==> config.mk <==
export PLATFORM = sky130hd
export DESIGN_NAME = fisa_cell
export DESIGN_NICKNAME = d
export VERILOG_FILES = /design/src/design/assert_macros.svh /design/src/design/fisa_pkg.sv /design/src/design/fisa_cell.sv
export SDC_FILE = /design/constraint.sdc
export NUM_CORES = 1
export LEC_CHECK = 0
export ABC_AREA = 1
export BUFFER_PORTS_ARGS = -buffer_cell sky130_fd_sc_hd__buf_2
export CAP_MARGIN = 30
export CORE_MARGIN = 2
export CORE_UTILIZATION = 34
export CTS_CLUSTER_SIZE = 14
export DETAILED_ROUTE_END_ITERATION = 8
export GPL_ROUTABILITY_DRIVEN = 0
export PLACE_DENSITY_LB_ADDON = 0.3
export SLEW_MARGIN = 0
export SYNTH_ARGS = -nofsm -noshare
export SYNTH_HDL_FRONTEND = slang
export SYNTH_SLANG_ARGS = --single-unit
==> constraint.sdc <==
create_clock -name clk -period 0.8 [get_ports clk]
set_input_delay 0.08 -clock clk [delete_from_list [all_inputs] [get_ports clk]]
set_output_delay 0.08 -clock clk [all_outputs]
set_load 0.1 [all_outputs]
==> src/design/assert_macros.svh <==
// ------------------------------------------------------------------------
// assertion macros
// clocked property checks used by the allocator unit
// ------------------------------------------------------------------------
`ifndef ASSERT_MACROS_SVH
`define ASSERT_MACROS_SVH

// property checked at every rising clk edge outside reset
`define ASSERT_CLK(label, prop, msg) \
  label: assert property (@(posedge clk) disable iff (rst) (prop)) else $error(msg);

// property checked at every rising clk edge, reset included
`define ASSERT_ALWAYS(label, prop, msg) \
  label: assert property (@(posedge clk) (prop)) else $error(msg);

`endif

==> src/design/fisa_pkg.sv <==
// ------------------------------------------------------------------------
// fisa_pkg
// shared types and constants of the free id stack allocator
// ------------------------------------------------------------------------
package fisa_pkg;

  localparam int ID_W     = 9;
  localparam int STATUS_W = 2;

  // command codes
  localparam logic CMD_GET = 1'b0;
  localparam logic CMD_PUT = 1'b1;

  // status codes
  localparam logic [STATUS_W-1:0] ST_OK        = 2'd0;
  localparam logic [STATUS_W-1:0] ST_EXHAUSTED = 2'd1;
  localparam logic [STATUS_W-1:0] ST_INVALID   = 2'd2;
  localparam logic [STATUS_W-1:0] ST_NONE_OUT  = 2'd3;

  localparam logic [ID_W-1:0] POOL_RESET = 9'd256;

  // shift command broadcast to every cell of the chain
  typedef struct packed {
    logic pop;   // every cell takes its lower neighbor
    logic push;  // every cell takes its upper neighbor
  } fisa_shift_t;

endpackage

==> src/design/fisa_cell.sv <==
// ------------------------------------------------------------------------
// fisa_cell
// one slot of the free stack; shifts toward or away from the top
// ------------------------------------------------------------------------
module fisa_cell (
  input  logic                         clk,
  input  logic                         rst,
  input  fisa_pkg::fisa_shift_t        shift,
  input  logic [fisa_pkg::ID_W-1:0]    from_above,
  input  logic [fisa_pkg::ID_W-1:0]    from_below,
  output logic [fisa_pkg::ID_W-1:0]    slot
);
  import fisa_pkg::*;

  logic [ID_W-1:0] slot_next;

  always_comb begin
    slot_next = slot;
    if (shift.pop) begin
      slot_next = from_below;
    end else if (shift.push) begin
      slot_next = from_above;
    end
  end

  // zero marks a slot never filled
  always_ff @(posedge clk) begin
    if (rst) begin
      slot <= '0;
    end else begin
      slot <= slot_next;
    end
  end

endmodule

==> results of run 1 <==
cell families after synthesis:
| family | after synthesis | synth area share |
|---|---|---|
| flops | 9 | 0.396 |
| simple gates | 46 | 0.464 |
| buf+inv | 13 | 0.140 |
path summary, 6_finish.rpt:
path,from,slack (ns),endpoint
max,slot[8],-0.07,slot[8]
min,from_below[8],0.11,slot[8]
max reg2reg,slot[4],0.14,slot[4]
min reg2reg,slot[2],0.57,slot[2]
layer usage:
layer | GRT usage | vias up
met5 | 0 | -
met4 | 0.125 | 0
met3 | 0.0389 | 2
met2 | 0.274 | 21
met1 | 0.201 | 216
li1 | - | 279
synth_stat cells:
library cell / number / share of area
dfxtp_1: 9 / 0.40
inv_1: 9 / 0.074
clkinv_1: 2 / 0.016
nand2_1: 27 / 0.22
nand3_1: 18 / 0.20
buf_6: 2 / 0.049
nor2_8: 1 / 0.044
stage by stage:
step                utilization  hold WS, ns  cell area, µm²  setup WS (ns)  total power [mW]
detailed placement        0.623        0.384             791        -0.0748              1.02
CTS                       0.644        0.104             817        -0.0796              1.38
floorplan                     -        0.279             489       -0.00152             0.814
finish                    0.644        0.111             817        -0.0680              1.36
global placement          0.623        0.367             791        -0.0124              1.02
global route              0.644        0.145             817        -0.0960              1.44
power groups by stage:
stage | sequential, mW | combinational (mW) | clock [mW]
after floorplan | 0.710 | 0.105 | 0
after global placement | 0.509 | 0.506 | 0
after detailed placement | 0.511 | 0.511 | 0
after CTS | 0.502 | 0.511 | 0.372
after global routing | 0.504 | 0.541 | 0.395
final | 0.500 | 0.507 | 0.352
cell type report:
class / count / share of cell area
Multi-Input combinational cell: 46 / 0.259
Tap cell: 15 / 0.0230
Inverter: 11 / 0.0505
Clock buffer: 4 / 0.0322
Timing Repair Buffer: 31 / 0.374
Sequential cell: 9 / 0.262
==> metrics, run 1 <==
slew margin rel.=0.832; GRT Residual Overflow=0; final worst-path cycle share=1.08; metal2 WL=554 µm; critical path type=reg -> out; Reg with most FFs=slot; sequential share of power=0.368; CP Depth=1; CP Capture Type=output pin; status=complete, but fails checks; CP max stage cell=dfxtp_4; Hold Crit Depth=5; DR WL/cell=9.80 µm; Final WS setup=-0.0680 ns; Mapped Area=455 µm²; WL met1=473 µm; die width=40.6 µm; Crit path max-delay family=flip-flops; clock-pin slew on the worst setup and hold paths=0.06 ns; Remaining DRCs=0; Yosys reg bits=9; startpoint types=register; # fillers=113; IO buf count=30; Max Cap Violations=0; Initial Util=0.359; number of vias per cell=4.47; vias in the first global route=449; DRT Pass-1 Iters=3; Comb pwr share=0.373; Post-CTS Hold Buffers=0; Hold Fails Final Rpt=0; CP Cell Sequence=buf_12; Tightest Hold Check Type=in -> reg; Met3 Routed Length=98 µm; Iter 0 DRT Violations=7; Layout Cells excl Fill=116; Largest register FFs=9; most frequent cells in the layout=27 x nand2_1, 21 x buf_2, 18 x nand3_1; ant diodes=0; Net Sw Frac=0.370; Post-CTS Resized=0; Top Ports=31; All-Layer GR Usage=0.173; CTS tree=built; post-synth cell types=7; biggest regs=slot x9; initial antenna violation count=0; failing checks=setup timing; clk_lat worst skew=0.25 ns; largest net degree at the start of global routing=11; num rows=13; Worst EP arrival=0.79 ns; post-synthesis average cell area=6.70 µm²; WP buf/inv=1; most common cell after layout, fill and taps aside=nand2_1; crit-path max FO=2; Leak=0.445 nW; TritonCTS Sinks=9; Setup TNS=-0.552 ns; CTS Buffer Depth=2; fin nets=124; sequential area share after synthesis=0.396; clock power share=0.259; Net Sw Power=502 µW; RSZ-0062 raised after global routing=yes; placed cell count=112; CP peak stage delay=0.36 ns; CTS Buf Count=3; share of layout cells above drive strength 1=0.436; power density cells=1660 nW/µm²; Slew Viols, Final=0; Mapped Nets=90; critical path required time=0.72 ns; Ys Warns=0; total internal power=856 µW; FF/Latch Area=214 µm²; Top Metal Used=met4; Slew @ Worst Pin=0.251 ns; final wirelength=1140 µm; Core Area=1270 µm²; Worst VDD drop=980 µV; Post-Synthesis Cells=68; Max Freq=1.15 GHz; area occupied by multi-input gates=211 µm²; Final Setup Violations=9; HPWL Detailed=891 µm; Area Growth Syn to Fin=79.4%; die area=1650 µm²; Die Y=40.6 µm; crit path time final=0.868 ns; reg2reg path depth=4; H-tree levels=1; Post-CTS Setup Inserts=0; first-pass GRT wire length=1840 µm; clock root cell=clkbuf_4; clk_skew=0 ns; ANT nets after route=0; via count=518
Note: power is estimated with default switching activity, not from simulation.
==> run 2: changes to the inputs <==
--- a/config.mk
+++ b/config.mk
@@ -13,7 +13,7 @@
 export CTS_CLUSTER_SIZE = 14
 export DETAILED_ROUTE_END_ITERATION = 8
 export GPL_ROUTABILITY_DRIVEN = 0
-export PLACE_DENSITY_LB_ADDON = 0.3
+export PLACE_DENSITY_LB_ADDON = 0.05
 export SLEW_MARGIN = 0
 export SYNTH_ARGS = -nofsm -noshare
 export SYNTH_HDL_FRONTEND = slang
==> metrics, run 2 (same netlist as run 1, synthesis figures left out) <==
critical path required time=0.72 ns (about the same); slew margin rel.=0.839 (+0.00744); Hold Fails Final Rpt=0 (unchanged); die area=1650 µm² (unchanged); final wirelength=1100 µm (-3.3%); Initial Util=0.359 (unchanged); fin nets=126 (+1.6%); hold slack=0.110 ns (-0.00129 ns); failing checks=setup timing; routing usage on met1=0.187 (-0.0144); end of the worst register-to-register path=slot[4]; DR WL/cell=9.32 µm (-4.9%); Crit path max-delay family=flip-flops; CTS tree=built; Iter 0 DRT Violations=0 (-7); crit-path max FO=2 (unchanged); Max Freq=1.15 GHz (-0.53%); share of layout cells above drive strength 1=0.447 (+0.0110); ANT nets after route=0 (unchanged); power density cells=1670 nW/µm² (+0.45%); TritonCTS Sinks=9 (unchanged); CP max stage cell=dfxtp_4; CTS Buf Count=3 (unchanged); GR peak layer=met2; reg2reg path depth=4 (unchanged); startpoint types=register; Max Cap Violations=0 (unchanged); clk_lat worst skew=0.25 ns (about the same); crit path time final=0.873 ns (+0.00462 ns); flop2flop setup slack=0.13 ns (about the same); clock-pin slew on the worst setup and hold paths=0.07 ns (about the same); worst slack, placed=-0.151 ns (-0.0757 ns); largest net degree at the start of global routing=11 (unchanged); All-Layer GR Usage=0.163 (-0.00947); status=complete, but fails checks; Largest register FFs=9 (unchanged); most frequent cells in the layout=27 x nand2_1, 21 x buf_2, 18 x nand3_1; critical path type=reg -> out; CP Cell Sequence=buf_12; Worst VDD drop=913 µV (-6.9%); Final Cell Area=820 µm² (+0.31%); ant diodes=0 (unchanged); CTS Buffer Depth=2 (unchanged); Worst EP arrival=0.79 ns (about the same); Reg-to-Reg Start=slot[4]; Slew @ Worst Pin=0.240 ns (-0.0111 ns); initial antenna violation count=0 (unchanged); WP buf/inv=1 (unchanged); Final WS setup=-0.0726 ns (-0.00462 ns); GRT Residual Overflow=0 (unchanged); Tightest Hold Check Type=in -> reg; num rows=13 (unchanged); number of vias per cell=4.51 (+0.96%); HPWL Detailed=896 µm (+0.49%); CP Depth=1 (unchanged); Final Setup Violations=9 (unchanged); most common cell after layout, fill and taps aside=nand2_1; Core Area=1270 µm² (unchanged); final worst-path cycle share=1.09 (+0.00577); M2 GR Usage=0.282 (+0.00794); die width=40.6 µm (unchanged); met3 Use GR=0.0556 (+0.0167); Remaining DRCs=0 (unchanged); Hold Crit Depth=5 (unchanged); first-pass GRT wire length=1770 µm (-3.8%); H-tree levels=1 (unchanged); Die Y=40.6 µm (unchanged); Slew Viols, Final=0 (unchanged); via count=532 (+2.7%); Reg with most FFs=slot; IO buf count=30 (unchanged); clk_skew=0 ns (unchanged); clock root cell=clkbuf_4; dpl cell area=793 µm² (+0.32%); biggest regs=slot x9; Top Ports=31 (unchanged); CP peak stage delay=0.36 ns (about the same); Post-CTS Resized=0 (unchanged); Post-CTS Setup Inserts=0 (unchanged); DRT Pass-1 Iters=1 (-2); worst setup path endpoint=slot[8]; Post-Route Utilization=0.646 (+0.00197); Leak=0.450 nW (+1.1%); Area Growth Syn to Fin=79.9%; RSZ-0062 raised after global routing=yes; crit path from=slot[8]; CP Capture Type=output pin; vias in the first global route=451 (+0.45%)
==> run 2: worst min-delay path by stage <==
stage,start,to,slack (ns)
2_1_floorplan,from_below[7],slot[7],0.28
3_3_place_gp,from_below[7],slot[7],0.37
3_5_place_dp,from_below[7],slot[7],0.38
4_1_cts,from_below[7],slot[7],0.11
5_1_grt,from_below[5],slot[5],0.13
6_report,from_below[7],slot[7],0.11
==> run 2: final cells by class <==
type / count / area, µm²
clock buffers: 4 / 26.3
fillers: 121 / 449
multi-input cells: 46 / 211
flip-flops and latches: 9 / 214
inverters: 11 / 41.3
well taps: 15 / 18.8
repair buffers: 33 / 308
==> run 2: where the power goes <==
part           internal [mW]  switching, mW  leakage [nW]
registers              0.470         0.0311        0.0803
logic                  0.194          0.311         0.355
clock network          0.192          0.171        0.0150
total                  0.855          0.514         0.450
==> run 2: per-layer routing <==
metal,up-vias,wire [µm]
met2,15,547
met3,2,69
met1,230,477
met4,0,6
li1,285,-
met5,-,0
==> run 2: what timing repair did <==
| item | 4_1_cts | 5_1_grt |
|---|---|---|
| hold buffers | 0 | 0 |
| setup endpoints to repair | 9 | 9 |
| hold endpoints to repair | 0 | 0 |
==> run 2: per-stage QoR <==
stage	cells	total power, mW	TNS [ns]
5_1_grt	118	1.45	-0.822
6_report	118	1.37	-0.568
3_5_place_dp	114	1.02	-1.25
2_1_floorplan	68	0.814	-0.0136
3_3_place_gp	114	1.02	-0.987
4_1_cts	118	1.39	-0.625
==> run 3: changes to the inputs <==
--- a/config.mk
+++ b/config.mk
@@ -13,6 +13,7 @@
 export CTS_CLUSTER_SIZE = 14
 export DETAILED_ROUTE_END_ITERATION = 8
 export GPL_ROUTABILITY_DRIVEN = 0
+export GPL_TIMING_DRIVEN = 0
 export PLACE_DENSITY_LB_ADDON = 0.05
 export SLEW_MARGIN = 0
 export SYNTH_ARGS = -nofsm -noshare
==> metrics, run 3 (same netlist as run 1, synthesis figures left out) <==
status=complete, but fails checks; failing checks=setup timing; flop2flop setup slack=0.13 ns (about the same); Leak=0.444 nW (-1.4%); CP Capture Type=output pin; die width=40.6 µm (unchanged); All-Layer GR Usage=0.166 (+0.00227); Worst EP arrival=0.79 ns (about the same); IO buf count=29 (-3.3%); final wirelength=1160 µm (+5.4%); clock-pin slew on the worst setup and hold paths=0.07 ns (about the same); share of layout cells above drive strength 1=0.436 (-0.0110); most frequent cells in the layout=27 x nand2_1, 20 x buf_2, 18 x nand3_1; # fillers=117 (-3.3%); Max Freq=1.16 GHz (+0.80%); Die Y=40.6 µm (unchanged); Setup TNS=-0.560 ns (+0.00717 ns); power density cells=1670 nW/µm² (+0.15%); Iter 0 DRT Violations=6 (+6); critical path required time=0.72 ns (about the same); Reg with most FFs=slot; Hold Fails Final Rpt=0 (unchanged); end of the worst register-to-register path=slot[5]; Area Growth Syn to Fin=78.8%; dpl cell area=653 µm² (-18%); RSZ-0062 raised after global routing=yes; worst slack, placed=-0.0601 ns (+0.0904 ns); Hold Crit Depth=5 (unchanged); area occupied by multi-input gates=211 µm² (unchanged); die area=1650 µm² (unchanged); Largest register FFs=9 (unchanged); biggest regs=slot x9; CTS Buffer Depth=2 (unchanged); Post-CTS Resized=36 (+36); first-pass GRT wire length=1750 µm (-1.2%); vias in the first global route=410 (-9.1%); Crit path max-delay family=flip-flops; HPWL Detailed=821 µm (-8.3%); DR WL/cell=9.99 µm (+7.2%); Final Setup Violations=9 (unchanged); startpoint types=register; Reg-to-Reg Start=slot[5]; GRT Residual Overflow=0 (unchanged); largest net degree at the start of global routing=11 (unchanged); via count=521 (-2.1%); clk_lat worst skew=0.26 ns (about the same); Final WS setup=-0.0656 ns (+0.00694 ns); crit-path max FO=2 (unchanged); most common cell after layout, fill and taps aside=nand2_1; initial antenna violation count=0 (unchanged); critical path type=reg -> out; FF/Latch Area=214 µm² (unchanged); clk_skew=0 ns (unchanged); Initial Util=0.359 (unchanged); Final Cell Area=815 µm² (-0.61%); WP buf/inv=1 (unchanged); Slew Viols, Final=0 (unchanged); Post-CTS Setup Inserts=0 (unchanged); CTS tree=built; clock root cell=clkbuf_4; CP peak stage delay=0.36 ns (about the same); Layout Cells excl Fill=116 (-1.7%); CTS Buf Count=3 (unchanged); hold slack=0.114 ns (+0.00439 ns); DRT Pass-1 Iters=4 (+3); CP Cell Sequence=buf_12; Worst VDD drop=886 µV (-2.9%); Slew @ Worst Pin=0.264 ns (+0.0243 ns); Top Ports=31 (unchanged); reg2reg path depth=4 (unchanged); Max Cap Violations=0 (unchanged); ant diodes=0 (unchanged); fin nets=124 (-1.6%); slew margin rel.=0.823 (-0.0163); num rows=13 (unchanged); crit path time final=0.866 ns (-0.00694 ns); Post-CTS Hold Buffers=0 (unchanged); ANT nets after route=0 (unchanged); Remaining DRCs=0 (unchanged); TritonCTS Sinks=9 (unchanged); hold_sp=from_below[2]; placed cell count=112 (-1.8%); final worst-path cycle share=1.08 (-0.00868); CP max stage cell=dfxtp_4; Tightest Hold Check Type=in -> reg; Core Area=1270 µm² (unchanged); number of vias per cell=4.49 (-0.38%); H-tree levels=1 (unchanged); Hold Crit Endpoint=slot[2]
run 3: power breakdown:
part | switching [mW] | leakage (nW) | internal [mW]
clock | 0.164 | 0.0150 | 0.192
combinational | 0.313 | 0.349 | 0.193
sequential | 0.0306 | 0.0803 | 0.470
total | 0.508 | 0.444 | 0.855
run 3: how the worst max path moves through the flow:
stage                     slack, ns  cells after the start     start       to
after floorplan              -0.002                      4   slot[7]  slot[7]
after global placement        -0.04                      6  shift[1]  slot[1]
after detailed placement      -0.06                      6  shift[1]  slot[3]
after CTS                     -0.08                      1   slot[3]  slot[3]
after global routing           -0.1                      1   slot[4]  slot[4]
final                         -0.07                      1   slot[4]  slot[4]
run 3: cell type report:
class | count | area share
timing repair buffer | 29 | 0.344
sequential | 9 | 0.263
multi-input combinational | 46 | 0.260
inverter | 11 | 0.0507
clock buffer | 4 | 0.0323
buffer | 2 | 0.0276
tap | 15 | 0.0230
run 3: metrics by stage:
| stage | total power [mW] | utilization |
|---|---|---|
| global placement | 0.903 | 0.515 |
| floorplan | 0.814 | - |
| finish | 1.36 | 0.642 |
| detailed placement | 0.909 | 0.515 |
| global route | 1.44 | 0.642 |
| CTS | 1.38 | 0.642 |
run 3: metal layers:
metal  vias up  part of all wire  track usage
li1        279                 -            -
met1       225              0.44        0.200
met2        15              0.50        0.266
met3         2             0.054       0.0500
met4         0            0.0052       0.0750
met5         -                 0            0
